`src/assert_macros.svh`:
```
// assertion helpers for the ordered set table
// clocked check with a reset that disables it, and a check with no reset
`ifndef ASSERT_MACROS_SVH
`define ASSERT_MACROS_SVH
`ifndef SYNTHESIS
`define ASSERT_CLK_RST(lbl, clk, rst, prop, msg) \
  lbl: assert property (@(posedge clk) disable iff (rst) prop) else $error(msg);
`define ASSERT_CLK(lbl, clk, prop, msg) \
  lbl: assert property (@(posedge clk) prop) else $error(msg);
`else
`define ASSERT_CLK_RST(lbl, clk, rst, prop, msg)
`define ASSERT_CLK(lbl, clk, prop, msg)
`endif
`endif

```
`src/ost_pkg.sv`:
```
`timescale 1ns / 1ps
// ----------------------------------------------------------------------------
// ost_pkg
// shared widths, codes and types of the ordered set table
// ----------------------------------------------------------------------------
package ost_pkg;

  // table geometry
  localparam int CAPACITY = 16;
  localparam int CNT_W    = $clog2(CAPACITY + 1);
  localparam int DATA_W   = 32;
  localparam int OP_W     = 2;
  localparam int POS_W    = 5;
  localparam int STAT_W   = 2;

  // operation codes
  localparam logic [OP_W-1:0] OP_INSERT = 2'd0;
  localparam logic [OP_W-1:0] OP_REMOVE = 2'd1;
  localparam logic [OP_W-1:0] OP_QUERY  = 2'd2;

  // result status codes
  typedef enum logic [STAT_W-1:0] {
    STAT_DONE   = 2'd0,
    STAT_DUP    = 2'd1,
    STAT_ABSENT = 2'd2,
    STAT_FULL   = 2'd3
  } status_t;

  // sequencer states
  typedef enum logic [1:0] {
    S_IDLE,
    S_CMP,
    S_EXEC
  } state_t;

  // per-cell control
  typedef struct packed {
    logic compare;
    logic insert_here;
    logic shift;
  } cell_ctrl_t;

endpackage

```
`src/ost_if.sv`:
```
`timescale 1ns / 1ps
// ----------------------------------------------------------------------------
// ost_if
// request and response channels of the ordered set table
// ----------------------------------------------------------------------------

// request channel: operation and value
interface ost_req_if import ost_pkg::*; ();
  logic                     valid;
  logic                     ready;
  logic [OP_W-1:0]          operation;
  logic signed [DATA_W-1:0] value;

  modport source (output valid, output operation, output value, input ready);
  modport sink   (input valid, input operation, input value, output ready);
endinterface

// response channel: lookup result and entry count
interface ost_rsp_if import ost_pkg::*; ();
  logic              valid;
  logic              ready;
  logic              found;
  logic [POS_W-1:0]  position;
  logic [POS_W-1:0]  entry_count;
  logic [STAT_W-1:0] status;

  modport source (output valid, output found, output position, output entry_count,
                  output status, input ready);
  modport sink   (input valid, input found, input position, input entry_count,
                  input status, output ready);
endinterface

```
`src/ordered_set_table.sv`:
```
`timescale 1ns / 1ps
// ----------------------------------------------------------------------------
// ordered_set_table
// insertion-ordered set of distinct 32-bit values in a row of compare cells
// ----------------------------------------------------------------------------
// channel  dir  fields
// req      in   operation, value
// rsp      out  found, position, entry_count, status
//
// each transaction steps through accept, compare in every cell, update;
// the update step waits while a previous response is still held in rsp
// the compare is registered in each cell, and the hit chain runs along
// the row of cells to locate and shift
// rst is synchronous; it empties the table, entries need no clearing
module ordered_set_table import ost_pkg::*; (
  input  logic       clk,
  input  logic       rst,
  ost_req_if.sink    req,
  ost_rsp_if.source  rsp
);

`include "assert_macros.svh"

  state_t state, state_next;

  logic [OP_W-1:0]          op_q;
  logic signed [DATA_W-1:0] key_q;
  logic [CNT_W-1:0]         count, count_next;

  logic                     req_ready;
  logic                     compare;
  logic                     exec_go;

  logic signed [DATA_W-1:0] entries [CAPACITY];
  logic [CAPACITY-1:0]      match_vec;
  logic [CAPACITY:0]        hit;
  cell_ctrl_t               cell_ctrl [CAPACITY];

  logic                     found;
  logic                     full;
  logic [CNT_W-1:0]         pos;
  logic                     do_insert;
  logic                     do_remove;
  status_t                  status;

  logic                     rsp_valid;
  logic                     rsp_found;
  logic [POS_W-1:0]         rsp_position;
  logic [POS_W-1:0]         rsp_count;
  status_t                  rsp_status;

  // next state
  always_comb begin
    state_next = state;
    unique case (state)
      S_IDLE: if (req.valid) state_next = S_CMP;
      S_CMP:  state_next = S_EXEC;
      S_EXEC: if (!rsp_valid || rsp.ready) state_next = S_IDLE;
      default: state_next = S_IDLE;
    endcase
  end

  // sequencer outputs
  always_comb begin
    req_ready = 1'b0;
    compare   = 1'b0;
    exec_go   = 1'b0;
    unique case (state)
      S_IDLE: req_ready = 1'b1;
      S_CMP:  compare = 1'b1;
      S_EXEC: exec_go = !rsp_valid || rsp.ready;
      default: ;
    endcase
  end

  always_ff @(posedge clk) begin
    if (rst) begin
      state <= S_IDLE;
    end else begin
      state <= state_next;
    end
  end

  assign req.ready = req_ready;

  // request capture
  always_ff @(posedge clk) begin
    if (req.valid && req_ready) begin
      op_q  <= req.operation;
      key_q <= req.value;
    end
  end

  // row of cells
  assign hit[0] = 1'b0;
  for (genvar i = 0; i < CAPACITY; i++) begin : g_cell
    assign cell_ctrl[i].compare     = compare;
    assign cell_ctrl[i].insert_here = do_insert && (count == CNT_W'(i));
    assign cell_ctrl[i].shift       = do_remove;

    ost_cell u_cell (
      .clk        (clk),
      .rst        (rst),
      .ctrl       (cell_ctrl[i]),
      .live       (CNT_W'(i) < count),
      .key        (key_q),
      .next_entry (entries[(i + 1 < CAPACITY) ? i + 1 : i]),
      .hit_in     (hit[i]),
      .entry      (entries[i]),
      .match      (match_vec[i]),
      .hit_out    (hit[i+1])
    );
  end

  // position of the single match
  always_comb begin
    pos = '0;
    for (int i = 0; i < CAPACITY; i++) begin
      if (match_vec[i]) pos = pos | CNT_W'(i + 1);
    end
  end

  assign found = hit[CAPACITY];
  assign full  = (count == CNT_W'(CAPACITY));

  // operation decode
  always_comb begin
    do_insert  = 1'b0;
    do_remove  = 1'b0;
    count_next = count;
    case (op_q)
      OP_INSERT: begin
        if (found) begin
          status = STAT_DUP;
        end else if (full) begin
          status = STAT_FULL;
        end else begin
          status     = STAT_DONE;
          do_insert  = exec_go;
          count_next = count + CNT_W'(1);
        end
      end
      OP_REMOVE: begin
        if (found) begin
          status     = STAT_DONE;
          do_remove  = exec_go;
          count_next = count - CNT_W'(1);
        end else begin
          status = STAT_ABSENT;
        end
      end
      default: status = found ? STAT_DONE : STAT_ABSENT;
    endcase
  end

  always_ff @(posedge clk) begin
    if (rst) begin
      count <= '0;
    end else if (exec_go) begin
      count <= count_next;
    end
  end

  // response register
  always_ff @(posedge clk) begin
    if (rst) begin
      rsp_valid <= 1'b0;
    end else if (exec_go) begin
      rsp_valid <= 1'b1;
    end else if (rsp.ready) begin
      rsp_valid <= 1'b0;
    end
  end

  always_ff @(posedge clk) begin
    if (exec_go) begin
      rsp_found    <= found;
      rsp_position <= POS_W'(pos);
      rsp_count    <= POS_W'(count_next);
      rsp_status   <= status;
    end
  end

  assign rsp.valid       = rsp_valid;
  assign rsp.found       = rsp_found;
  assign rsp.position    = rsp_position;
  assign rsp.entry_count = rsp_count;
  assign rsp.status      = rsp_status;

  // checks
  `ASSERT_CLK_RST(a_count_bound, clk, rst, count <= CNT_W'(CAPACITY), "count above capacity")
  `ASSERT_CLK_RST(a_single_match, clk, rst, state == S_EXEC |-> $onehot0(match_vec), "value held twice")
  `ASSERT_CLK_RST(a_insert_count, clk, rst, do_insert |=> count == $past(count) + CNT_W'(1), "insert lost")

endmodule

```
`src/ost_cell.sv`:
```
`timescale 1ns / 1ps
// ----------------------------------------------------------------------------
// ost_cell
// one table entry: holds a value, compares it with the key and shifts down
// ----------------------------------------------------------------------------
module ost_cell import ost_pkg::*; (
  input  logic                     clk,
  input  logic                     rst,
  input  cell_ctrl_t               ctrl,
  input  logic                     live,
  input  logic signed [DATA_W-1:0] key,
  input  logic signed [DATA_W-1:0] next_entry,
  input  logic                     hit_in,
  output logic signed [DATA_W-1:0] entry,
  output logic                     match,
  output logic                     hit_out
);

  // a hit at this cell or any earlier one
  assign hit_out = hit_in | match;

  // registered compare against the key
  always_ff @(posedge clk) begin
    if (rst) begin
      match <= 1'b0;
    end else if (ctrl.compare) begin
      match <= live && (entry == key);
    end
  end

  // append here, or take the neighbor's value to close a gap
  always_ff @(posedge clk) begin
    if (ctrl.insert_here) begin
      entry <= key;
    end else if (ctrl.shift && hit_out) begin
      entry <= next_entry;
    end
  end

endmodule

```
`src/flat_wrapper.sv`:
```
// flat-port wrapper written by rule: the top's interface ports become plain ports
module ordered_set_table_flat import ost_pkg::*;
  (clk, rst, req_valid, req_operation, req_value, req_ready, rsp_valid, rsp_found, rsp_position, rsp_entry_count, rsp_status, rsp_ready);
  ost_req_if req_i ();
  ost_rsp_if rsp_i ();
  input  logic clk;
  input  logic rst;
  input wire logic [$bits(req_i.valid)-1:0] req_valid;
  input wire logic [$bits(req_i.operation)-1:0] req_operation;
  input wire logic [$bits(req_i.value)-1:0] req_value;
  output wire logic [$bits(req_i.ready)-1:0] req_ready;
  output wire logic [$bits(rsp_i.valid)-1:0] rsp_valid;
  output wire logic [$bits(rsp_i.found)-1:0] rsp_found;
  output wire logic [$bits(rsp_i.position)-1:0] rsp_position;
  output wire logic [$bits(rsp_i.entry_count)-1:0] rsp_entry_count;
  output wire logic [$bits(rsp_i.status)-1:0] rsp_status;
  input wire logic [$bits(rsp_i.ready)-1:0] rsp_ready;
  assign req_i.valid = req_valid;
  assign req_i.operation = req_operation;
  assign req_i.value = req_value;
  assign req_ready = req_i.ready;
  assign rsp_valid = rsp_i.valid;
  assign rsp_found = rsp_i.found;
  assign rsp_position = rsp_i.position;
  assign rsp_entry_count = rsp_i.entry_count;
  assign rsp_status = rsp_i.status;
  assign rsp_i.ready = rsp_ready;
  ordered_set_table u_core (.clk(clk), .rst(rst), .req(req_i), .rsp(rsp_i));
endmodule
```
`config.mk`:
```
export PLATFORM = sky130hd
export DESIGN_NAME = ordered_set_table_flat
export DESIGN_NICKNAME = d
export VERILOG_FILES = /design/src/ost_pkg.sv /design/src/ost_if.sv /design/src/ordered_set_table.sv /design/src/ost_cell.sv /design/src/flat_wrapper.sv
export VERILOG_INCLUDE_DIRS = /design/src /design/src/src
export SDC_FILE = /design/constraint.sdc
export NUM_CORES = 1
export LEC_CHECK = 0
export BUFFER_PORTS_ARGS = -buffer_cell sky130_fd_sc_hd__buf_4
export CORE_MARGIN = 3
export CORE_UTILIZATION = 45
export CTS_BUF_LIST = sky130_fd_sc_hd__clkbuf_4
export DETAILED_ROUTE_END_ITERATION = 7
export GPL_ROUTABILITY_DRIVEN = 0
export HOLD_SLACK_MARGIN = 0.05
export REMOVE_ABC_BUFFERS = 1
export SLEW_MARGIN = 25
export SYNTH_ARGS = -nofsm -noshare
export SYNTH_HDL_FRONTEND = slang
export SYNTH_SLANG_ARGS = --single-unit
```
`constraint.sdc`:
```
create_clock -name clk -period 4.5 [get_ports clk]
set_clock_uncertainty 0.1 [all_clocks]
set_input_delay 0.225 -clock clk [delete_from_list [all_inputs] [get_ports clk]]
set_output_delay 0.225 -clock clk [all_outputs]
set_load 0.02 [all_outputs]
```
# After elaboration in Yosys (flattened, before gate mapping)
# Cells that the tools add are included.
# classes
muxes,66
order_cmp,16
bitwise,15
n_eq_ne,37
reduce_logical,70
add_sub_neg,2
# ops
op,n
$mux 32,30
$eq 32x32->1,16
$logic_and 1x1->1,48
$eq 5x4->1 const B,8
$lt 4x5->1 const A,8
$mux 4,8
$reduce_bool 2->1,16
$eq 5x3->1 const B,4
$lt 3x5->1 const A,4
$mux 2,8
$mux 5,3
$or 1x1->1,15
$mux 3,4
$mux 1,11
$eq 5x2->1 const B,2
$lt 1x5->1 const A,2
$lt 2x5->1 const A,2
$pmux 5 s2,1
$pmux 2 s3,1
$add 5x1->5 const B,1
$eq 5x1->1 const B,1
$eq 5x5->1 const B,1
$logic_not 5->1,1
$sub 5x1->5 const B,1
8 further kinds,10
# totals
word_cells,248
in_bits,38
ff_bits,583

# Logic depth before layout (Yosys ltp)
# Gate-level depths: netlist (run 1).
# logic_depth
ltp_word,20
ltp_mapped,12
depth_no_buf,7

# Modules after synthesis
# Synthesis (run 1) repeated with hierarchy kept, for this count alone.
# unflattened
cells_unflattened,2086
area_unflattened_um2,30230.2
# by_module_without_submodules
mod,area_each_um2,cells_each,seq_area_each_um2,instances
ost_cell,1739.2,118,980.9,16
ordered_set_table,2403.6,198,1571.5,1

# Worst setup path after synthesis (run 1)
# No wires, ideal clock.
# synth_timing
path_type,register -> register
from,"reg u_core.rsp_valid, in the netlist u_core.rsp.valid"
to,"reg u_core.g_cell[8].u_cell.entry[0], enable pin"
arrival_ns,3.595
period_less_slack_ns,4.161
stages_incl_launch_ff,7
slack_ns,0.339
path_cell_list,dfxtp_1 > nand2b_1 > nand2_1 > clkinv_1 > nand3_1 > clkbuf_1 > o21ai_0
# synth_between
elab_chain_cells,8
word_cells_on_any_way,11
classes_between,mux: 6; reduce/logical: 5
# synth_lines
item,line_no,rtl
start: declaration,ordered_set_table.sv:46,logic rsp_valid;
start signal: assignment,ordered_set_table.sv:167,rsp_valid <= 1'b0;
start signal: assignment,ordered_set_table.sv:169,rsp_valid <= 1'b1;
start signal: assignment,ordered_set_table.sv:171,rsp_valid <= 1'b0;
$logic_not 1->1 *,ordered_set_table.sv:71,S_EXEC: exec_go = !rsp_valid || rsp.ready;
$logic_or 1x1->1 *,ordered_set_table.sv:71,
$mux 1 *,ordered_set_table.sv:68,unique case (state)
via u_core.exec_go,ordered_set_table.sv:32,logic exec_go;
$mux 1,ordered_set_table.sv:135,end else if (full) begin
$mux 1,ordered_set_table.sv:133,if (found) begin
$mux 1,ordered_set_table.sv:131,case (op_q)
$logic_and 1x1->1,ordered_set_table.sv:98,assign cell_ctrl[i].insert_here = do_insert && (count == CNT_W'(i));
$reduce_bool 2->1 (no source line) *,n/a,
end signal: assignment,ost_cell.sv:34,entry <= key;
end signal: assignment,ost_cell.sv:36,entry <= next_entry;
end: declaration,ost_cell.sv:14,"output logic signed [DATA_W-1:0] entry,"
# Mark *: on every way through the listed nets, which the timed path passes. The rest lies on a longest branch.
# A chain may end at the register's enable or synchronous reset.

# Final worst setup path (run 1)
# layout_timing
from,reg u_core.count[1]
to,"reg u_core.g_cell[10].u_cell.entry[9], enable pin"
# layout_between
elab_chain_cells,6
word_cells_on_any_way,7
classes_between,eq/ne: 2; mux: 3; reduce/logical: 2
# layout_lines
item,line_no,rtl
start: declaration,ordered_set_table.sv:28,"logic [CNT_W-1:0] count, count_next;"
start signal: assignment,ordered_set_table.sv:160,count <= count_next;
$eq 5x5->1,ordered_set_table.sv:124,assign full = (count == CNT_W'(CAPACITY));
$mux 1,ordered_set_table.sv:135,
$mux 1,ordered_set_table.sv:133,
$mux 1,ordered_set_table.sv:131,
$logic_and 1x1->1 *,ordered_set_table.sv:98,
$reduce_bool 2->1 (no source line) *,n/a,
end signal: assignment,ost_cell.sv:34,
end signal: assignment,ost_cell.sv:36,
end: declaration,ost_cell.sv:14,
# Mark *: on every way between the ends. The rest lies on a longest branch, timed or not.

==> results of run 1 <==
-- state kept, by name, summed over array words and instances (netlist names) --
register                    cells
u_core.g_cell.u_cell.entry    512
u_core.key_q                   32
u_core.op_q                     2
u_core.rsp.status               2
u_core.g_cell.u_cell.match     16
u_core.count                    5
u_core.rsp.entry_count          5
u_core.rsp.position             5
u_core.rsp.found                1
u_core.rsp.valid                1
u_core.state                    2
-- per-layer routing --
layer / GRT usage (%) / vias to the layer above / wire [um]
li1: - / 8493 / -
met1: 32.8 / 9676 / 39600
met2: 40.7 / 640 / 43900
met3: 4.37 / 158 / 4530
met4: 8.52 / 2 / 2500
met5: 0 / - / 13
-- area by class of cell --
type                    count  area, um2
fillers                  5926      33200
clock buffers             234       1760
flip-flops and latches    583      17300
inverters                  18       67.6
well taps                 931       1160
clock inverters            43        238
repair buffers            245       2090
multi-input cells        1367      13200
diodes                      5       12.5
-- how the worst min path moves through the flow --
| stage | start | endpoint |
|---|---|---|
| 2_1_floorplan | rst | u_core.count[0] |
| 3_3_place_gp | req_value[20] | u_core.key_q[20] |
| 3_5_place_dp | req_value[8] | u_core.key_q[8] |
| 4_1_cts | rst | u_core.g_cell[1].u_cell.match |
| 5_1_grt | rst | u_core.g_cell[15].u_cell.match |
| 6_report | rst | u_core.g_cell[1].u_cell.match |
-- report_power, final --
part / internal (uW) / switching, uW
Clock: 2410 / 2340
Sequential: 5900 / 83.2
Combinational: 295 / 443
-- worst max-delay path, cell delays in order (launching register included) --
cell and delay, ns:
dfxtp_1 0.36, clkinv_1 0.32, ha_1 0.33, and4bb_2 0.27, nor3_1 0.29, and3_1 0.62
buf_4 0.28, nand3_4 0.07, buf_4 0.32, o21ai_2 0.13, buf_4 0.42
-- logic make-up (layout without fill, tap and decap cells) --
| family | count (synthesis) | count (layout) |
|---|---|---|
| AO/OA/AOI/OAI | 77 | 77 |
| XOR/XNOR | 502 | 502 |
| buffers and inverters | 207 | 540 |
| flip-flops | 583 | 583 |
| AND/OR/NAND/NOR | 302 | 302 |
| adder cells (fa/ha/maj) | 5 | 5 |
| multiplexers | 481 | 481 |
| other | 0 | 5 |
-- synthesized netlist by cell type, types with 3 or more instances --
master       n
mux2_4     232
a2111oi_0    6
o21bai_1     4
clkbuf_1   103
buf_4       11
or3_1        3
nand2_1     33
buf_6       27
nor2b_1      8
edfxtp_1   559
nand4_1     75
nand2b_1     8
and4_1       4
a22o_1       4
buf_2       14
a211oi_1     6
mux2_2     239
nor2_1      26
nand3_4      9
o21ai_0     25
xor2_1     255
a21oi_1     10
mux2_1       9
nor3_1      14
dfxtp_1     24
buf_1       33
inv_1       16
nand3_1     23
nor4_1      80
ha_1         5
xnor2_1    247
o22ai_1      5
or4_1        4
-- per-stage QoR --
stage               cells  util [%]  hold WS (ns)  total power (uW)  setup slack (ns)
global placement     3070      47.9         0.303              6770             0.828
CTS                  3421      51.8         0.130             11600             0.662
detailed placement   3070      47.9         0.304              6770             0.728
finish               3426      51.9         0.256             11500             0.589
floorplan            1968         -         0.194              6420            -0.808
global route         3426      51.9         0.205             11900             0.473
==> results.cfg, run 1 <==
[run_status]
status = complete, no violations

[routing]
dr.pass1.iters = 7
drtIter0Drc = 1584
vias_per_cell = 5.54
route.detailed.drc = 0
via_count = 19000
post_drt_wl_per_cell_um = 26.4
wl_um = 90600
postRouteAntennaNets = 0

[place]
dpl_cell_area_um2 = 33000
hpwl_um = 63900
portBuffers = 52

[clock_tree]
cts_tree = done
path_clk_slew_ns = 0.08
numCtsBuffers = 157
cts_setup_buffers = 0
cts_resized = 0
cts_sinks = 583
clockRootBuffer = clkbuf_4
clock_latency_ns = 1.03
cts_buffer_depth = 3
cts-hold-fix-buffers = 74
ctsHtreeMaxLevel = 4

[logic_synthesis]
yosysTopAreaCellShare_pct = 53.4
yosys.area_share.simple_pct = 5.92
synth-async-reset-ratio_pct = 0
synth-seq-cells = 583
yosysTopAreaCell = edfxtp_1
synth_edf_count = 559
synth_compound_area_share_pct = 1.62
yosysWarnings = 0
synthAdderAreaFrac_pct = 0.199
ys.flop_type = edfxtp_1
synthDistinctLibCells = 58
netlist_top_cells_area = edfxtp_1, mux2_4, mux2_2, xor2_1, xnor2_1
synth_xor_area_share_pct = 14.0
ys_seq_area_share_pct = 54.9
synthMuxAreaShare_pct = 20.0
synthCells = 2157
synth_top_family_by_area = multiplexers
avgSynthCellArea_um2 = 14.6
netlist_area_um2 = 31400

[timing]
finalSetupViolations = 0
drv_slew = 0
grt_setup_unrepaired = no
slew_headroom_pct = 35.6
finalCritPeriodShare_pct = 86.9
layout_min_cycle_time_ns = 3.91
finalSetupTns_ns = 0
final_hold_viol_count = 0
fmax_ghz = 0.256
tightest_slew_ns = 0.965

[floorplan]
die_area_um2 = 73100
die_height_um = 270
fp.coreArea_um2 = 68900
pin_count = 53
die_w_um = 270
placementRows = 96
start_util_pct = 45.6

[final_layout]
area_growth_pct = 13.7
most-common-layout-cells = edfxtp_1, xor2_1, xnor2_1
stdcell_area_um2 = 35800
nNetsFinal = 2415
final_common_cell = edfxtp_1
drive_gt1_share_pct = 37.3

[critical_path]
crit_end = u_core.g_cell[10].u_cell.entry[9]
cp-end-kind = register
cp.required_ns = 5.03
startpoint = u_core.count[1]
rr_startpoint = u_core.count[1]
critPathLaunchType = register
critPathKind = reg2reg
r2r_end = u_core.g_cell[10].u_cell.entry[9]
arrival_ns = 4.44
path_max_fanout = 33
reg2reg_slack_ns = 0.59
r2r_cells = 10

[power_and_ir_drop]
total_leakage_power_uw = 0.0131
powerDensity_nw_per_um2 = 321
vdd_drop_max_uv = 236

[global_routing]
grt_antenna_before_repair = 3
grt_pass1_vias = 19800
track_usage_pct = 24.6
grt_pass1_wl_um = 132000
grt_max_degree = 36
overflow = 0

[min_path]
min_path_cells = 6
hp-class = in2reg

[flow_run]
drv_cap = 0
No activity file was read; power rests on OpenSTA's default activity.
==> run 2: changes to the inputs <==
CORE_MARGIN = 2   (was 3)
SLEW_MARGIN = default   (was 25)
==> run 2 against run 1 <==
Compared with the run above:
- setup slack improved by 0.076 ns
- total power increased by 2.8%
- sequential power about the same
- fmax increased by 2.0%
- hold slack improved by 0.12 ns
==> results.cfg, run 2 (synthesis results as in run 1) <==
[power_and_ir_drop]
total_leakage_power_uw = 0.0131
powerDensity_nw_per_um2 = 329
vdd_drop_max_uv = 234

[routing]
drtIter0Drc = 1533
postRouteAntennaNets = 0
route.detailed.drc = 0
vias_per_cell = 5.48
via_count = 18800
post_drt_wl_per_cell_um = 25.8
dr.pass1.iters = 5
wl_um = 88300

[final_layout]
regMostFlops = u_core.g_cell.u_cell.entry
final_common_cell = edfxtp_1
area_growth_pct = 14.0
most-common-layout-cells = edfxtp_1, xor2_1, xnor2_1
reg_top3 = u_core.g_cell.u_cell.entry (512), u_core.key_q (32), u_core.g_cell.u_cell.match (16)
nNetsFinal = 2411
layoutNonFillerInstCount = 3428
drive_gt1_share_pct = 37.0
largest_reg_flops = 512

[clock_tree]
path_clk_slew_ns = 0.07
cts_resized = 0
cts_sinks = 583
clockRootBuffer = clkbuf_4
ctsHtreeMaxLevel = 4
cts_tree = done
numCtsBuffers = 159
clock_latency_ns = 1.02
cts_buffer_depth = 3

[critical_path]
r2r_cells = 11
critPathLaunchType = register
r2r_end = u_core.g_cell[3].u_cell.entry[27]
rr_startpoint = u_core.count[1]
critPathBufInv = 5
cp-end-kind = register
path_cells = buf_4 > clkinv_1 > ha_1 > and4bb_2 > nor3_1 > and3_1 > buf_4 > and4_1 > buf_4 > o21bai_2 > buf_4
critPathMostFrequentCell = buf_4
reg2reg_slack_ns = 0.67
slowest_stage = buf_4
arrival_ns = 4.37
critPathKind = reg2reg
crit_family = buffers and inverters
cp.required_ns = 5.04
path_max_fanout = 33
max_stage_delay_ns = 0.39

[timing]
fmax_ghz = 0.261
final_hold_viol_count = 0
finalCritPeriodShare_pct = 85.2
tightest_slew_ns = 1.28
drv_slew = 0
slew_headroom_pct = 14.5
layout_min_cycle_time_ns = 3.83
grt_setup_unrepaired = no
finalSetupViolations = 0
finalSetupTns_ns = 0

[place]
hpwl_um = 62000
placed_cells = 3063
portBuffers = 52

[floorplan]
die_area_um2 = 72000
pin_count = 53
die_height_um = 268
fp.coreArea_um2 = 68800
placementRows = 96
start_util_pct = 45.7
die_w_um = 268

[global_routing]
grt_antenna_before_repair = 2
track_usage_pct = 24.9
grt_max_degree = 36
grt_pass1_vias = 19500
overflow = 0
grt_pass1_wl_um = 130000

[min_path]
hold_path_end = u_core.key_q[15]
hold_start = req_value[15]
min_path_cells = 3
hp-class = in2reg

[flow_run]
drv_cap = 0

[run_status]
status = complete, no violations
## run 2: cell types whose count changed in the layout (fill, tap and decap cells not counted), moves of 3 or more
cell,previous run,this run
clkinv_1,24,35
inv_6,8,1
diode_2,5,2
inv_2,1,4
buf_4,166,161
bufinv_16,0,6
clkbuf_4,234,231
## run 2: how the worst max path moves through the flow
stage	slack (ns)	cells after the start	startpoint	to
after floorplan	-0.81	7	u_core.count[1]	u_core.g_cell[5].u_cell.entry[0]
after global placement	0.83	11	u_core.count[1]	u_core.g_cell[3].u_cell.entry[22]
after detailed placement	0.73	11	u_core.count[1]	u_core.g_cell[3].u_cell.entry[27]
after CTS	0.72	10	u_core.count[1]	u_core.g_cell[6].u_cell.entry[19]
after global routing	0.46	11	u_core.count[1]	u_core.g_cell[3].u_cell.entry[27]
final	0.67	11	u_core.count[1]	u_core.g_cell[3].u_cell.entry[27]
## run 2: metrics by stage
stage	total power, uW	utilization (%)	area [um2]	setup WS (ns)	hold WS (ns)
after detailed placement	6760	47.8	32900	0.732	0.304
after global routing	12200	52.1	35800	0.462	0.334
after CTS	11900	52.1	35800	0.723	0.255
after floorplan	6420	-	30400	-0.808	0.194
after global placement	6760	47.8	32900	0.827	0.303
final	11800	52.1	35800	0.665	0.376
## run 2: report_power, final
part / internal, uW / total [uW] / switching [uW]
clock network: 2710 / 5070 / 2360
registers: 5900 / 5990 / 90.0
logic: 293 / 716 / 423
total: 8900 / 11800 / 2870
## run 2: worst min-delay path, cell delays in order
cell and delay (ns):
dlygate4sd3_1 0.53, buf_4 0.10, dlygate4sd3_1 0.53
## run 2: layout make-up
class	instances	area, um2
Inverter	18	67.6
Timing Repair Buffer	239	2020
Clock inverter	57	407
Tap cell	931	1160
Multi-Input combinational cell	1367	13200
Antenna cell	2	5.00
Sequential cell	583	17300
Clock buffer	231	1730
Fill cell	5799	33000
## run 2: repair_timing
item                      in CTS  in global routing
hold buffers                  75                  0
hold endpoints to repair      99                  0
buffers inserted               0                  0
## run 2: per-layer routing
layer  vias to the layer above  global-route usage (%)  wire length, um
met5                         -                       0                9
met4                         2                    10.2             2680
met3                       152                    4.76             4790
met2                       634                    41.1            42700
met1                      9510                    32.2            38100
li1                       8490                       -                -
